$ cat src/sv/sps_pkg.sv
// Shared types, syntax step codes and helper functions for the SPS dimension parser.
// No dependencies.
package sps_pkg;

  localparam int PREFIX_LIMIT_DEF = 31;
  localparam int STEP_W = 6;

  localparam logic [STEP_W-1:0] S_PROFILE       = 6'd0;
  localparam logic [STEP_W-1:0] S_CONSTRAINT    = 6'd1;
  localparam logic [STEP_W-1:0] S_LEVEL         = 6'd2;
  localparam logic [STEP_W-1:0] S_SPS_ID        = 6'd3;
  localparam logic [STEP_W-1:0] S_CHROMA        = 6'd4;
  localparam logic [STEP_W-1:0] S_SEP_PLANE     = 6'd5;
  localparam logic [STEP_W-1:0] S_DEPTH_LUMA    = 6'd6;
  localparam logic [STEP_W-1:0] S_DEPTH_CHROMA  = 6'd7;
  localparam logic [STEP_W-1:0] S_BYPASS        = 6'd8;
  localparam logic [STEP_W-1:0] S_SCALE_PRESENT = 6'd9;
  localparam logic [STEP_W-1:0] S_LIST_FLAG     = 6'd10;
  localparam logic [STEP_W-1:0] S_DELTA         = 6'd11;
  localparam logic [STEP_W-1:0] S_LOG2_FN       = 6'd12;
  localparam logic [STEP_W-1:0] S_POC_TYPE      = 6'd13;
  localparam logic [STEP_W-1:0] S_POC_LSB       = 6'd14;
  localparam logic [STEP_W-1:0] S_ZERO_FLAG     = 6'd15;
  localparam logic [STEP_W-1:0] S_OFS_NONREF    = 6'd16;
  localparam logic [STEP_W-1:0] S_OFS_T2B       = 6'd17;
  localparam logic [STEP_W-1:0] S_CYCLE_LEN     = 6'd18;
  localparam logic [STEP_W-1:0] S_CYCLE_OFS     = 6'd19;
  localparam logic [STEP_W-1:0] S_MAX_REF       = 6'd20;
  localparam logic [STEP_W-1:0] S_GAPS          = 6'd21;
  localparam logic [STEP_W-1:0] S_WIDTH         = 6'd22;
  localparam logic [STEP_W-1:0] S_HEIGHT        = 6'd23;
  localparam logic [STEP_W-1:0] S_FRAME_ONLY    = 6'd24;
  localparam logic [STEP_W-1:0] S_MBAFF         = 6'd25;
  localparam logic [STEP_W-1:0] S_DIRECT8       = 6'd26;
  localparam logic [STEP_W-1:0] S_CROP_FLAG     = 6'd27;
  localparam logic [STEP_W-1:0] S_CROP0         = 6'd28;
  localparam logic [STEP_W-1:0] S_CROP1         = 6'd29;
  localparam logic [STEP_W-1:0] S_CROP2         = 6'd30;
  localparam logic [STEP_W-1:0] S_CROP3         = 6'd31;
  localparam logic [STEP_W-1:0] S_DONE          = 6'd32;

  localparam logic CFG_MAX_WIDTH  = 1'b0;
  localparam logic CFG_MAX_HEIGHT = 1'b1;

  typedef struct packed {
    logic        parse_valid;
    logic        parse_done;
    logic [1:0]  chroma;
    logic        chroma_big;
    logic        frame_only;
    logic [31:0] width_units;
    logic [31:0] height_units;
    logic [31:0] crop0;
    logic [31:0] crop1;
    logic [31:0] crop2;
    logic [31:0] crop3;
  } sps_fields_t;

  typedef struct packed {
    logic        ok;
    logic [13:0] width;
    logic [13:0] height;
  } sps_dims_t;

  function automatic logic [3:0] step_bits(input logic [STEP_W-1:0] s);
    logic [3:0] n;
    n = 4'd0;
    unique case (s)
      S_PROFILE, S_CONSTRAINT, S_LEVEL: n = 4'd8;
      S_SEP_PLANE, S_BYPASS, S_SCALE_PRESENT, S_LIST_FLAG, S_ZERO_FLAG, S_GAPS,
      S_FRAME_ONLY, S_MBAFF, S_DIRECT8, S_CROP_FLAG: n = 4'd1;
      default: n = 4'd0;
    endcase
    return n;
  endfunction

  function automatic logic high_profile(input logic [7:0] p);
    return p == 8'd100 || p == 8'd110 || p == 8'd122 || p == 8'd244 ||
           p == 8'd44 || p == 8'd83 || p == 8'd86 || p == 8'd118 ||
           p == 8'd128 || p == 8'd138 || p == 8'd139 || p == 8'd134;
  endfunction

endpackage

$ cat src/sv/sps_ifaces.sv
// Valid/ready channel interfaces for NAL bytes in and picture dimensions out.
// No dependencies.
interface sps_byte_if;
  logic       valid;
  logic       ready;
  logic [7:0] nal_byte;
  logic       last_byte;
  modport source (output valid, nal_byte, last_byte, input ready);
  modport sink (input valid, nal_byte, last_byte, output ready);
endinterface

interface sps_dims_if;
  logic        valid;
  logic        ready;
  logic        dims_ok;
  logic [13:0] frame_width;
  logic [13:0] frame_height;
  modport source (output valid, dims_ok, frame_width, frame_height, input ready);
  modport sink (input valid, dims_ok, frame_width, frame_height, output ready);
endinterface

$ cat src/sv/sps_bit_parser.sv
// Exp-Golomb syntax machine that consumes one SPS payload bit per cycle while bit_vld is high.
// Depends on sps_pkg.
module sps_bit_parser #(
  parameter int PREFIX_LIMIT = sps_pkg::PREFIX_LIMIT_DEF
) (
  input  logic                clk,
  input  logic                rst_n,
  input  logic                clear,
  input  logic                bit_vld,
  input  logic                bit_in,
  output sps_pkg::sps_fields_t fields
);

  logic [5:0]  step_r, step_nxt;
  logic [5:0]  bit_cnt_r, bit_cnt_nxt;
  logic [5:0]  pz_r, pz_nxt;
  logic [31:0] acc_r, acc_nxt;
  logic        suffix_r, suffix_nxt;
  logic [7:0]  profile_r, profile_nxt;
  logic [1:0]  chroma_r, chroma_nxt;
  logic        chroma_big_r, chroma_big_nxt;
  logic        fo_r, fo_nxt;
  logic [31:0] wu_r, wu_nxt, hu_r, hu_nxt;
  logic [31:0] crop_r [4];
  logic [31:0] crop_nxt [4];
  logic [3:0]  list_r, list_nxt;
  logic [6:0]  entry_r, entry_nxt;
  logic [7:0]  last_scale_r, last_scale_nxt;
  logic [31:0] ctot_r, ctot_nxt, cidx_r, cidx_nxt;
  logic        valid_r, valid_nxt, done_r, done_nxt;

  logic        feed, elem;
  logic [3:0]  n;
  logic [31:0] acc_sh, v;
  logic [5:0]  cnt_inc, pz_inc;
  logic [3:0]  list_inc;
  logic [5:0]  list_step;
  logic [6:0]  entry_inc;
  logic [7:0]  nscale;

  always_comb begin
    step_nxt = step_r;
    bit_cnt_nxt = bit_cnt_r;
    pz_nxt = pz_r;
    acc_nxt = acc_r;
    suffix_nxt = suffix_r;
    profile_nxt = profile_r;
    chroma_nxt = chroma_r;
    chroma_big_nxt = chroma_big_r;
    fo_nxt = fo_r;
    wu_nxt = wu_r;
    hu_nxt = hu_r;
    crop_nxt = crop_r;
    list_nxt = list_r;
    entry_nxt = entry_r;
    last_scale_nxt = last_scale_r;
    ctot_nxt = ctot_r;
    cidx_nxt = cidx_r;
    valid_nxt = valid_r;
    done_nxt = done_r;
    feed = bit_vld && valid_r && !done_r;
    n = sps_pkg::step_bits(step_r);
    acc_sh = {acc_r[30:0], bit_in};
    cnt_inc = bit_cnt_r + 6'd1;
    pz_inc = pz_r + 6'd1;
    elem = 1'b0;
    v = 32'd0;
    list_inc = list_r + 4'd1;
    list_step = (list_inc < ((!chroma_big_r && chroma_r == 2'd3) ? 4'd12 : 4'd8)) ?
                sps_pkg::S_LIST_FLAG : sps_pkg::S_LOG2_FN;
    entry_inc = entry_r + 7'd1;
    nscale = 8'd0;
    if (feed) begin
      if (n != 4'd0) begin
        acc_nxt = acc_sh;
        bit_cnt_nxt = cnt_inc;
        if (cnt_inc >= {2'b00, n}) begin
          elem = 1'b1;
          v = acc_sh;
        end
      end else if (!suffix_r) begin
        if (!bit_in) begin
          pz_nxt = pz_inc;
          if (pz_inc > 6'(PREFIX_LIMIT)) valid_nxt = 1'b0;
        end else if (pz_r == 6'd0) begin
          elem = 1'b1;
        end else begin
          suffix_nxt = 1'b1;
          bit_cnt_nxt = 6'd0;
          acc_nxt = 32'd0;
        end
      end else begin
        acc_nxt = acc_sh;
        bit_cnt_nxt = cnt_inc;
        if (cnt_inc >= pz_r) begin
          elem = 1'b1;
          v = ((32'd1 << pz_r[4:0]) - 32'd1) + acc_sh;
        end
      end
    end
    if (elem) begin
      unique case (step_r)
        sps_pkg::S_PROFILE: begin
          profile_nxt = v[7:0];
          step_nxt = sps_pkg::S_CONSTRAINT;
        end
        sps_pkg::S_CONSTRAINT: step_nxt = sps_pkg::S_LEVEL;
        sps_pkg::S_LEVEL: step_nxt = sps_pkg::S_SPS_ID;
        sps_pkg::S_SPS_ID:
          step_nxt = sps_pkg::high_profile(profile_r) ? sps_pkg::S_CHROMA : sps_pkg::S_LOG2_FN;
        sps_pkg::S_CHROMA: begin
          chroma_nxt = v[1:0];
          chroma_big_nxt = |v[31:2];
          step_nxt = (v == 32'd3) ? sps_pkg::S_SEP_PLANE : sps_pkg::S_DEPTH_LUMA;
        end
        sps_pkg::S_SEP_PLANE: step_nxt = sps_pkg::S_DEPTH_LUMA;
        sps_pkg::S_DEPTH_LUMA: step_nxt = sps_pkg::S_DEPTH_CHROMA;
        sps_pkg::S_DEPTH_CHROMA: step_nxt = sps_pkg::S_BYPASS;
        sps_pkg::S_BYPASS: step_nxt = sps_pkg::S_SCALE_PRESENT;
        sps_pkg::S_SCALE_PRESENT: begin
          list_nxt = 4'd0;
          step_nxt = v[0] ? sps_pkg::S_LIST_FLAG : sps_pkg::S_LOG2_FN;
        end
        sps_pkg::S_LIST_FLAG: begin
          if (v[0]) begin
            entry_nxt = 7'd0;
            last_scale_nxt = 8'd8;
            step_nxt = sps_pkg::S_DELTA;
          end else begin
            list_nxt = list_inc;
            step_nxt = list_step;
          end
        end
        sps_pkg::S_DELTA: begin
          if (v[0]) nscale = last_scale_r + v[8:1] + 8'd1;
          else nscale = last_scale_r - v[8:1];
          if (nscale != 8'd0) last_scale_nxt = nscale;
          entry_nxt = entry_inc;
          if (entry_inc >= ((list_r < 4'd6) ? 7'd16 : 7'd64) || nscale == 8'd0) begin
            list_nxt = list_inc;
            step_nxt = list_step;
          end
        end
        sps_pkg::S_LOG2_FN: step_nxt = sps_pkg::S_POC_TYPE;
        sps_pkg::S_POC_TYPE:
          step_nxt = (v == 32'd0) ? sps_pkg::S_POC_LSB :
                     ((v == 32'd1) ? sps_pkg::S_ZERO_FLAG : sps_pkg::S_MAX_REF);
        sps_pkg::S_POC_LSB: step_nxt = sps_pkg::S_MAX_REF;
        sps_pkg::S_ZERO_FLAG: step_nxt = sps_pkg::S_OFS_NONREF;
        sps_pkg::S_OFS_NONREF: step_nxt = sps_pkg::S_OFS_T2B;
        sps_pkg::S_OFS_T2B: step_nxt = sps_pkg::S_CYCLE_LEN;
        sps_pkg::S_CYCLE_LEN: begin
          ctot_nxt = v;
          cidx_nxt = 32'd0;
          step_nxt = (v == 32'd0) ? sps_pkg::S_MAX_REF : sps_pkg::S_CYCLE_OFS;
        end
        sps_pkg::S_CYCLE_OFS: begin
          cidx_nxt = cidx_r + 32'd1;
          if (cidx_r + 32'd1 >= ctot_r) step_nxt = sps_pkg::S_MAX_REF;
        end
        sps_pkg::S_MAX_REF: step_nxt = sps_pkg::S_GAPS;
        sps_pkg::S_GAPS: step_nxt = sps_pkg::S_WIDTH;
        sps_pkg::S_WIDTH: begin
          wu_nxt = v;
          step_nxt = sps_pkg::S_HEIGHT;
        end
        sps_pkg::S_HEIGHT: begin
          hu_nxt = v;
          step_nxt = sps_pkg::S_FRAME_ONLY;
        end
        sps_pkg::S_FRAME_ONLY: begin
          fo_nxt = v[0];
          step_nxt = v[0] ? sps_pkg::S_DIRECT8 : sps_pkg::S_MBAFF;
        end
        sps_pkg::S_MBAFF: step_nxt = sps_pkg::S_DIRECT8;
        sps_pkg::S_DIRECT8: step_nxt = sps_pkg::S_CROP_FLAG;
        sps_pkg::S_CROP_FLAG: begin
          if (v[0]) begin
            step_nxt = sps_pkg::S_CROP0;
          end else begin
            step_nxt = sps_pkg::S_DONE;
            done_nxt = 1'b1;
          end
        end
        sps_pkg::S_CROP0, sps_pkg::S_CROP1, sps_pkg::S_CROP2, sps_pkg::S_CROP3: begin
          crop_nxt[step_r[1:0]] = v;
          step_nxt = step_r + 6'd1;
          if (step_r == sps_pkg::S_CROP3) done_nxt = 1'b1;
        end
        default: begin
          done_nxt = 1'b1;
          step_nxt = sps_pkg::S_DONE;
        end
      endcase
      bit_cnt_nxt = 6'd0;
      pz_nxt = 6'd0;
      acc_nxt = 32'd0;
      suffix_nxt = 1'b0;
    end
    if (clear) begin
      step_nxt = sps_pkg::S_PROFILE;
      bit_cnt_nxt = 6'd0;
      pz_nxt = 6'd0;
      acc_nxt = 32'd0;
      suffix_nxt = 1'b0;
      profile_nxt = 8'd0;
      chroma_nxt = 2'd1;
      chroma_big_nxt = 1'b0;
      fo_nxt = 1'b0;
      wu_nxt = 32'd0;
      hu_nxt = 32'd0;
      crop_nxt = '{default: 32'd0};
      list_nxt = 4'd0;
      entry_nxt = 7'd0;
      last_scale_nxt = 8'd8;
      ctot_nxt = 32'd0;
      cidx_nxt = 32'd0;
      valid_nxt = 1'b1;
      done_nxt = 1'b0;
    end
  end

  always_ff @(posedge clk) begin
    if (!rst_n) begin
      step_r <= sps_pkg::S_PROFILE;
      bit_cnt_r <= 6'd0;
      pz_r <= 6'd0;
      acc_r <= 32'd0;
      suffix_r <= 1'b0;
      profile_r <= 8'd0;
      chroma_r <= 2'd1;
      chroma_big_r <= 1'b0;
      fo_r <= 1'b0;
      wu_r <= 32'd0;
      hu_r <= 32'd0;
      crop_r <= '{default: 32'd0};
      list_r <= 4'd0;
      entry_r <= 7'd0;
      last_scale_r <= 8'd8;
      ctot_r <= 32'd0;
      cidx_r <= 32'd0;
      valid_r <= 1'b1;
      done_r <= 1'b0;
    end else begin
      step_r <= step_nxt;
      bit_cnt_r <= bit_cnt_nxt;
      pz_r <= pz_nxt;
      acc_r <= acc_nxt;
      suffix_r <= suffix_nxt;
      profile_r <= profile_nxt;
      chroma_r <= chroma_nxt;
      chroma_big_r <= chroma_big_nxt;
      fo_r <= fo_nxt;
      wu_r <= wu_nxt;
      hu_r <= hu_nxt;
      crop_r <= crop_nxt;
      list_r <= list_nxt;
      entry_r <= entry_nxt;
      last_scale_r <= last_scale_nxt;
      ctot_r <= ctot_nxt;
      cidx_r <= cidx_nxt;
      valid_r <= valid_nxt;
      done_r <= done_nxt;
    end
  end

  always_comb begin
    fields.parse_valid = valid_r;
    fields.parse_done = done_r;
    fields.chroma = chroma_r;
    fields.chroma_big = chroma_big_r;
    fields.frame_only = fo_r;
    fields.width_units = wu_r;
    fields.height_units = hu_r;
    fields.crop0 = crop_r[0];
    fields.crop1 = crop_r[1];
    fields.crop2 = crop_r[2];
    fields.crop3 = crop_r[3];
  end

endmodule

$ cat src/sv/sps_dims_calc.sv
// Two-stage cropped size computation and limit check from the parsed SPS fields.
// Depends on sps_pkg.
module sps_dims_calc (
  input  logic                 clk,
  input  logic                 rst_n,
  input  logic                 start,
  input  sps_pkg::sps_fields_t fields,
  input  logic [13:0]          max_width,
  input  logic [13:0]          max_height,
  output logic                 res_vld,
  output sps_pkg::sps_dims_t   res
);

  logic        s1_vld_r, bad_r;
  logic [31:0] pw_base_r, cx_r, ph_base_r, cy_r;
  logic        ux2, uy_c2;
  logic [31:0] sx, sy, pw, ph;
  logic        ok;

  always_comb begin
    ux2 = fields.chroma == 2'd1 || fields.chroma == 2'd2;
    uy_c2 = fields.chroma == 2'd1;
    sx = fields.crop0 + fields.crop1;
    sy = fields.crop2 + fields.crop3;
    pw = pw_base_r - cx_r;
    ph = ph_base_r - cy_r;
    ok = !bad_r && pw != 32'd0 && ph != 32'd0 &&
         pw <= {18'd0, max_width} && ph <= {18'd0, max_height};
  end

  always_ff @(posedge clk) begin
    if (!rst_n) begin
      s1_vld_r <= 1'b0;
      res_vld <= 1'b0;
    end else begin
      s1_vld_r <= start;
      res_vld <= s1_vld_r;
    end
  end

  always_ff @(posedge clk) begin
    if (start) begin
      bad_r <= !fields.parse_valid || !fields.parse_done || fields.chroma_big;
      pw_base_r <= {fields.width_units[27:0] + 28'd1, 4'd0};
      ph_base_r <= fields.frame_only ? {fields.height_units[27:0] + 28'd1, 4'd0} :
                                       {fields.height_units[26:0] + 27'd1, 5'd0};
      cx_r <= ux2 ? {sx[30:0], 1'b0} : sx;
      cy_r <= sy << ({1'b0, uy_c2} + {1'b0, !fields.frame_only});
    end
    if (s1_vld_r) begin
      res.ok <= ok;
      res.width <= ok ? pw[13:0] : 14'd0;
      res.height <= ok ? ph[13:0] : 14'd0;
    end
  end

endmodule

$ cat src/sv/h264_sps_dimension_parser.sv
// H.264 SPS dimension parser top level: byte intake, emulation-prevention removal,
// bit serializer, limit registers and output register. Depends on sps_pkg,
// sps_ifaces, sps_bit_parser and sps_dims_calc.
// A payload byte is accepted and then shifted MSB first through the syntax machine,
// which holds off the next byte; header and emulation-prevention bytes are only accepted.
// A last byte's word is offered after ST_START, both sps_dims_calc stages and the output register.
// Synchronous active-low reset clears the parser; limits reset to 4096 x 2304.
module h264_sps_dimension_parser #(
  parameter int PREFIX_LIMIT = sps_pkg::PREFIX_LIMIT_DEF
) (
  input  logic        clk,
  input  logic        rst_n,
  sps_byte_if.sink    in_byte,
  sps_dims_if.source  out_dims,
  input  logic        cfg_we,
  input  logic        cfg_idx,
  input  logic [13:0] cfg_data
);

  localparam logic [1:0] ST_IDLE  = 2'd0;
  localparam logic [1:0] ST_BITS  = 2'd1;
  localparam logic [1:0] ST_START = 2'd2;
  localparam logic [1:0] ST_CALC  = 2'd3;

  logic [1:0]  state_r, state_nxt;
  logic [7:0]  shift_r;
  logic [2:0]  bit_cnt_r;
  logic        last_r, hdr_r;
  logic [1:0]  zrun_r;
  logic [13:0] max_w_r, max_h_r;
  logic        out_vld_r;
  sps_pkg::sps_dims_t out_r;
  logic        acc, feed, start, clear, res_vld;
  sps_pkg::sps_fields_t fields;
  sps_pkg::sps_dims_t   res;

  assign acc = in_byte.valid && in_byte.ready;
  assign in_byte.ready = state_r == ST_IDLE;
  assign feed = hdr_r && !(zrun_r == 2'd2 && in_byte.nal_byte == 8'd3);
  assign start = state_r == ST_START && (!out_vld_r || out_dims.ready);
  assign clear = start;

  always_comb begin
    state_nxt = state_r;
    unique case (state_r)
      ST_IDLE: begin
        if (acc) begin
          if (feed) state_nxt = ST_BITS;
          else if (in_byte.last_byte) state_nxt = ST_START;
        end
      end
      ST_BITS: begin
        if (bit_cnt_r == 3'd7) state_nxt = last_r ? ST_START : ST_IDLE;
      end
      ST_START: begin
        if (start) state_nxt = ST_CALC;
      end
      ST_CALC: begin
        if (res_vld) state_nxt = ST_IDLE;
      end
      default: state_nxt = ST_IDLE;
    endcase
  end

  always_ff @(posedge clk) begin
    if (!rst_n) begin
      state_r <= ST_IDLE;
      bit_cnt_r <= 3'd0;
      hdr_r <= 1'b0;
      zrun_r <= 2'd0;
      max_w_r <= 14'd4096;
      max_h_r <= 14'd2304;
      out_vld_r <= 1'b0;
    end else begin
      state_r <= state_nxt;
      if (acc) begin
        bit_cnt_r <= 3'd0;
        if (!hdr_r) begin
          hdr_r <= 1'b1;
        end else if (!feed) begin
          zrun_r <= 2'd0;
        end else if (in_byte.nal_byte == 8'd0) begin
          if (zrun_r != 2'd2) zrun_r <= zrun_r + 2'd1;
        end else begin
          zrun_r <= 2'd0;
        end
      end else if (state_r == ST_BITS) begin
        bit_cnt_r <= bit_cnt_r + 3'd1;
      end
      if (clear) begin
        hdr_r <= 1'b0;
        zrun_r <= 2'd0;
      end
      if (cfg_we) begin
        unique case (cfg_idx)
          sps_pkg::CFG_MAX_WIDTH: max_w_r <= cfg_data;
          sps_pkg::CFG_MAX_HEIGHT: max_h_r <= cfg_data;
          default: ;
        endcase
      end
      if (res_vld) out_vld_r <= 1'b1;
      else if (out_dims.ready) out_vld_r <= 1'b0;
    end
  end

  always_ff @(posedge clk) begin
    if (acc) begin
      shift_r <= in_byte.nal_byte;
      last_r <= in_byte.last_byte;
    end else if (state_r == ST_BITS) begin
      shift_r <= {shift_r[6:0], 1'b0};
    end
    if (res_vld) out_r <= res;
  end

  sps_bit_parser #(.PREFIX_LIMIT(PREFIX_LIMIT)) u_bits (
    .clk(clk),
    .rst_n(rst_n),
    .clear(clear),
    .bit_vld(state_r == ST_BITS),
    .bit_in(shift_r[7]),
    .fields(fields)
  );

  sps_dims_calc u_dims (
    .clk(clk),
    .rst_n(rst_n),
    .start(start),
    .fields(fields),
    .max_width(max_w_r),
    .max_height(max_h_r),
    .res_vld(res_vld),
    .res(res)
  );

  assign out_dims.valid = out_vld_r;
  assign out_dims.dims_ok = out_r.ok;
  assign out_dims.frame_width = out_r.width;
  assign out_dims.frame_height = out_r.height;

endmodule

$ cat src/flat_wrapper.sv
// flat-port wrapper written by rule: the top's interface ports become plain ports
module h264_sps_dimension_parser_flat 
#(
  parameter int PREFIX_LIMIT = sps_pkg::PREFIX_LIMIT_DEF
)
  (clk, rst_n, cfg_we, cfg_idx, cfg_data, in_byte_valid, in_byte_nal_byte, in_byte_last_byte, in_byte_ready, out_dims_valid, out_dims_dims_ok, out_dims_frame_width, out_dims_frame_height, out_dims_ready);
  sps_byte_if in_byte_i ();
  sps_dims_if out_dims_i ();
  input  logic clk;
  input  logic rst_n;
  input  logic cfg_we;
  input  logic cfg_idx;
  input  logic [13:0] cfg_data;
  input wire logic [$bits(in_byte_i.valid)-1:0] in_byte_valid;
  input wire logic [$bits(in_byte_i.nal_byte)-1:0] in_byte_nal_byte;
  input wire logic [$bits(in_byte_i.last_byte)-1:0] in_byte_last_byte;
  output wire logic [$bits(in_byte_i.ready)-1:0] in_byte_ready;
  output wire logic [$bits(out_dims_i.valid)-1:0] out_dims_valid;
  output wire logic [$bits(out_dims_i.dims_ok)-1:0] out_dims_dims_ok;
  output wire logic [$bits(out_dims_i.frame_width)-1:0] out_dims_frame_width;
  output wire logic [$bits(out_dims_i.frame_height)-1:0] out_dims_frame_height;
  input wire logic [$bits(out_dims_i.ready)-1:0] out_dims_ready;
  assign in_byte_i.valid = in_byte_valid;
  assign in_byte_i.nal_byte = in_byte_nal_byte;
  assign in_byte_i.last_byte = in_byte_last_byte;
  assign in_byte_ready = in_byte_i.ready;
  assign out_dims_valid = out_dims_i.valid;
  assign out_dims_dims_ok = out_dims_i.dims_ok;
  assign out_dims_frame_width = out_dims_i.frame_width;
  assign out_dims_frame_height = out_dims_i.frame_height;
  assign out_dims_i.ready = out_dims_ready;
  h264_sps_dimension_parser #(.PREFIX_LIMIT(PREFIX_LIMIT)) u_core (.clk(clk), .rst_n(rst_n), .in_byte(in_byte_i), .out_dims(out_dims_i), .cfg_we(cfg_we), .cfg_idx(cfg_idx), .cfg_data(cfg_data));
endmodule
$ cat config.mk
export PLATFORM = sky130hd
export DESIGN_NAME = h264_sps_dimension_parser_flat
export DESIGN_NICKNAME = d
export VERILOG_FILES = /design/src/sv/sps_pkg.sv /design/src/sv/sps_ifaces.sv /design/src/sv/sps_bit_parser.sv /design/src/sv/sps_dims_calc.sv /design/src/sv/h264_sps_dimension_parser.sv /design/src/flat_wrapper.sv
export SDC_FILE = /design/constraint.sdc
export NUM_CORES = 2
export LEC_CHECK = 0
export BUFFER_PORTS_ARGS = -buffer_cell sky130_fd_sc_hd__clkbuf_2
export CORE_MARGIN = 10
export CORE_UTILIZATION = 50
export CTS_BUF_LIST = sky130_fd_sc_hd__clkbuf_2 sky130_fd_sc_hd__clkbuf_4 sky130_fd_sc_hd__clkbuf_8
export CTS_CLUSTER_DIAMETER = 30
export DETAILED_ROUTE_END_ITERATION = 8
export PLACE_DENSITY = 0.77
export SETUP_SLACK_MARGIN = 0.2
export SLEW_MARGIN = 20
export SYNTH_ARGS = -nofsm -noshare
export SYNTH_HDL_FRONTEND = slang
export SYNTH_SLANG_ARGS = --single-unit
$ cat constraint.sdc
create_clock -name clk -period 7.8 [get_ports clk]
set_input_delay 0.78 -clock clk [delete_from_list [all_inputs] [get_ports clk]]
set_output_delay 0.78 -clock clk [all_outputs]
set_load 0.05 [all_outputs]
Word level (Yosys, flattened, before mapping):

Memory sizes are Yosys's and may differ from the RTL's. A register that Yosys moved wholly into a read port is not among the register bits.
Index checks and enable logic that the tools add are counted.
Widths: inputs -> output; s select.

* bits in registers: 562
* output and inout bits: 31
* word-level logic and storage cells: 311
* input port bits: 29
* ROM bits: 64
* memories: 1

* shifts and indexed selects: 2
* bitwise operators: 7
* mux-type cells: 76
* reductions and logical operators: 78
* add/sub/neg operators: 21
* $lt $le $gt $ge: 11
* equality and inequality tests: 69

Memories
* (no name shown): depth 32, width 2, read ports 1, clocked after Yosys merged registers in 1, write ports 0, RTL line sps_pkg.sv:68 `unique case (s)`

Operators by type and width (count)
* $mux 32: 8
* $pmux 6 s29: 1
* $bwmux 128: 1
* $mux 31: 4
* $add 32x32->32: 3
* $eq 6x5->1 const B: 16
* $demux 32 s2: 1
* $le 32x14->1: 2
* $pmux 32 s2: 1
* $reduce_bool 32->1: 2
* $sub 32x32->32: 2
* $add 28x1->28 const B: 2
* $mux 8: 7
* $eq 6x4->1 const B: 8
* $eq 8x7->1 const B: 6
* $mux 6: 7
* $eq 8x8->1 const B: 5
* $add 32x1->32 const B: 1
* $eq 32x1->1 const B: 1
* $eq 32x2->1 const B: 1
* $ge 32x32->1: 1
* $logic_not 32->1: 1
* $shl 1x5->32 const A: 1
* $shl 32x2->32: 1
* 62 further kinds: 181

Longest topological paths before layout:

* word-level depth: 18
* depth in mapped cells: 31
* mapped depth without buffers: 29

Cells and area by module:

A second synthesis with hierarchy kept.

* cells, all modules: 4296
* area, all modules: 36387.4 um2

By module, submodules not included
* sps_bit_parser: instances 1, cells an instance 2246, area each 18265.0 um2, sequential area each 6826.5 um2
* sps_dims_calc: instances 1, cells an instance 1800, area each 15320.9 um2, sequential area each 4544.4 um2
* h264_sps_dimension_parser: instances 1, cells an instance 250, area each 2801.4 um2, sequential area each 1881.8 um2

Least setup slack after synthesis:

Ideal clock, no wire load.

* path type: register to register
* start point: reg u_core.u_bits.pz_r[2]
* end point: reg with a tool-made name
* cell stages (with the launch flop): 29
* setup time: 0.116 ns
* setup slack: 1.520 ns
* arrival: 6.165 ns
* path buffers: 6
* period minus slack after synthesis: 6.280 ns
* required time: 7.684 ns
* cells stage by stage: dfxtp_1 clkbuf_1 clkbuf_1 inv_1 ha_1 a21o_1 a31oi_1 o22a_1 nor2_1 clkbuf_1 buf_1 buf_1 a22oi_1 ha_1 inv_1 a21oi_1 o31ai_1 a21oi_1 o21bai_1 a21oi_1 xnor3_1 a41oi_1 or2_2 clkbuf_1 and3_1 a21oi_1 nor2b_1 o311a_1 a31o_1

RTL lines
* from (decl): RTL line sps_bit_parser.sv:16 `logic [5:0] pz_r, pz_nxt;`
* from (signal assigned): RTL line sps_bit_parser.sv:247 `pz_r <= pz_nxt;`

==> impl_metrics.py <==
metrics = {
    "timing": {
        "slew_headroom": 0.164,
        "clock-skew-final_ns": 0.0531,
        "fin_crit_sh": 0.836,
        "slew_viol_final": 0,
        "tns_ns": 0,
        "worst_slack_ns": 1.28,
        "fin_hold_ws_ns": 0.270,
        "hold_viol": 0,
        "tightest_slew_ns": 1.25,
        "timing.fmax_ghz": 0.153,
        "grt_setup_unrepaired": "no",
        "setup_viol": 0,
        "period_minus_slack_ns": 6.52,
    },
    "worst_setup_path": {
        "crit_required_ns": 8.42,
        "cp.arrival_ns": 7.14,
        "cp_top_family": "compound AO/OA/AOI/OAI gates",
        "cpMaxStageDelayCell": "dfxtp_1",
        "cp.buffers_inverters": 3,
        "startpoint_type": "register",
        "crit_type": "register to register",
        "path_max_fanout": 31,
        "max_stage_delay_ns": 0.44,
        "end_kind": "register",
        "crit_top_cell": "a21oi_1",
    },
    "layout": {
        "nets": 4437,
        "final-seq-area_um2": 13100,
        "area_growth_pct": 11.8,
        "num-fill-cells": 6155,
        "finalInstanceArea_um2": 39200,
        "multiInputGateArea_um2": 20200,
        "drive_gt1_frac": 0.0958,
    },
    "outcome": {
        "status": "finished, final reports clean",
    },
    "routing": {
        "wire_per_inst_um": 17.6,
        "vias": 29800,
        "firstDrtPassIters": 9,
        "drc_errors": 0,
        "ant_nets": 0,
        "vias_per_cell": 5.77,
        "drt_iter0_drc": 2742,
        "routed_wl_um": 90600,
    },
    "clocking": {
        "insertion_delay_ns": 0.75,
        "cts_tree": "done",
        "numCtsBuffers": 116,
        "root_buffer": "clkbuf_8",
        "cts.reportedPaths.clkPinSlew_ns": 0.06,
        "clock_sinks": 560,
        "ctsHoldBuffers": 0,
        "clk_path_buf_depth": 3,
        "cts_resized": 0,
        "htreeDepth": 3,
        "postCtsSetupBuffers": 0,
    },
    "floorplan": {
        "rows": 97,
        "initial_core_util": 0.503,
        "die_h_um": 285,
        "core_um2": 69800,
        "io-pin-count": 60,
        "die_x_um": 285,
        "dieArea_um2": 81200,
    },
    "placement": {
        "numPortBuffers": 59,
        "pre_cts_ws_ns": 1.33,
        "place_congestion": 0.962,
        "dpl.hpwl_um": 65600,
        "place_area_um2": 36400,
    },
    "yosys": {
        "synth_top_cell_by_area": "dfxtp_1",
        "synth_cells": 4078,
        "avgSynthCellArea_um2": 8.61,
        "synth.most_common_cell": "nor2_1",
        "yosysWarnings": 0,
        "synth_compound_area_frac": 0.207,
        "synthTopCellsByArea": "dfxtp_1 21%, edfxtp_1 16%, ha_1 10%",
        "synth_edf_count": 188,
        "synth_cell_type_count": 95,
        "syn_nets": 4398,
        "synth_fa_ha_area_frac": 0.105,
        "synthArstFlopShare": 0,
        "ys_seq_area_frac": 0.373,
        "ys.flop_type": "dfxtp_1",
        "ys_ff_latch": 560,
        "synth_top_family_by_area": "compound AO/OA/AOI/OAI gates",
        "netlist.area_leader.share": 0.212,
        "synth_xor_area_frac": 0.0515,
        "synth_mux_area_frac": 0.0326,
        "synthSimpleGateAreaFrac": 0.176,
        "synth_area_um2": 35100,
        "synth_commonest_cells": "543 x nor2_1, 372 x dfxtp_1, 321 x inv_1",
    },
    "grt": {
        "overflow": 0,
        "grt_max_degree": 225,
        "grt_usage": 0.216,
        "antenna_found_initial": 1,
        "grt_pass1_vias": 28000,
        "grt_pass1_wl_um": 146000,
    },
    "pwr": {
        "power.density_nw_per_um2": 247,
        "p_leak_uw": 0.0156,
        "vdd_drop_max_v": 0.000194,
    },
    "hold_path": {
        "hp-class": "input pin to register",
    },
    "job": {
        "cap_violations": 0,
    },
}
## flip-flops by register name (all words and copies together) (netlist names), 7 cells and up, named ones only
signal and flops:
u_core.u_bits.fields 128, u_core.u_bits.cidx_r 32, u_core.u_bits.ctot_r 32, u_core.u_dims.cx_r 32, u_core.u_dims.cy_r 32, u_core.u_bits.acc_r 31
u_core.u_dims.res 29, u_core.u_bits.hu_r 28, u_core.u_bits.wu_r 28, u_core.u_dims.ph_base_r 28, u_core.u_dims.pw_base_r 28, u_core.max_h_r 14
u_core.max_w_r 14, u_core.out_dims.frame_height 14, u_core.out_dims.frame_width 14, u_core.shift_r 8, u_core.u_bits.last_scale_r 8, u_core.u_bits.profile_r 8
u_core.u_bits.entry_r 7
## layer usage
layer / global-route usage / share of wire / vias up
met5: 0 / 0 / -
met2: 0.353 / 0.46 / 995
li1: - / - / 14800
met4: 0.0812 / 0.036 / 0
met1: 0.286 / 0.44 / 13800
met3: 0.0316 / 0.063 / 193
## cell usage in the layout, fill, tap and decap left out, types with 18 or more instances in the layout
master    count
nand3_1     112
nor3_1       57
o21bai_1     18
clkbuf_4     24
xor2_1       64
nand4_1      42
nor2_1      536
or3_1        25
o21ai_0     148
a22oi_1      80
inv_1       320
a21o_1       69
nor2b_1      51
xnor2_1     140
nand2_1     272
nand2b_1     39
clkbuf_8    134
o21a_1       27
and3_1       47
a31oi_1      41
a211oi_1    243
a21boi_0     37
edfxtp_1    188
ha_1        285
dfxtp_1     371
a21oi_1     252
nor3b_1      28
buf_4        51
mux2_2       22
clkbuf_2     59
o211ai_1     20
and2_1       26
nor4_1       22
mux2i_1      84
## worst paths after layout
kind	slack, ns	depth (start not counted)	from	endpoint
setup / recovery	1.28	29	u_core.u_bits.bit_cnt_r[0]$_SDFFE_PP0P_	register
hold / removal	0.27	1	in_byte_last_byte	u_core.last_r$_DFFE_PP_
setup reg to reg	1.28	29	u_core.u_bits.bit_cnt_r[0]$_SDFFE_PP0P_	register
hold reg to reg	0.41	0	u_core.u_dims.res[6]$_SDFFCE_PN0P_	u_core.out_dims.frame_height[6]$_DFFE_PP_
## power by group
group | switching, uW | internal (uW) | total, uW
Clock | 1410 | 2290 | 3690
Sequential | 102 | 3350 | 3450
Combinational | 1660 | 879 | 2540
Total | 3160 | 6510 | 9680
## stage by stage
stage                     instances  total power [uW]  utilization
after floorplan                4078              5390            -
after global placement         4939              5970        0.521
after detailed placement       4939              6010        0.521
after CTS                      5159              9710        0.562
after global routing           5160             10200        0.562
final                          5160              9680        0.562
## worst register-to-register path, delay by kind of cell, from the launching register on
kind / cells / cell delay, ns
simple gates: 7 / 1.09
flops: 1 / 0.44
fa+ha+maj: 4 / 1.16
xor+xnor: 1 / 0.29
compound gates: 14 / 2.82
buf+inv: 3 / 0.64
## kinds of logic (layout without fill, tap and decap cells)
family,Yosys count,in the layout
flip-flops,560,560
other,0,1
buffers and inverters,513,654
adder cells (fa/ha/maj),291,291
XOR/XNOR,205,205
multiplexers,109,109
AO/OA/AOI/OAI,1078,1078
AND/OR/NAND/NOR,1322,1322
## cell type report
| type | instances | area share |
|---|---|---|
| well taps | 940 | 0.0300 |
| repair buffers | 111 | 0.0178 |
| clock buffers | 158 | 0.0516 |
| clock inverters | 62 | 0.0216 |
| multi-input cells | 3005 | 0.514 |
| flip-flops and latches | 560 | 0.334 |
| diodes | 1 | 0.0000638 |
| inverters | 323 | 0.0310 |
No activity file was read; power rests on OpenSTA's default activity.
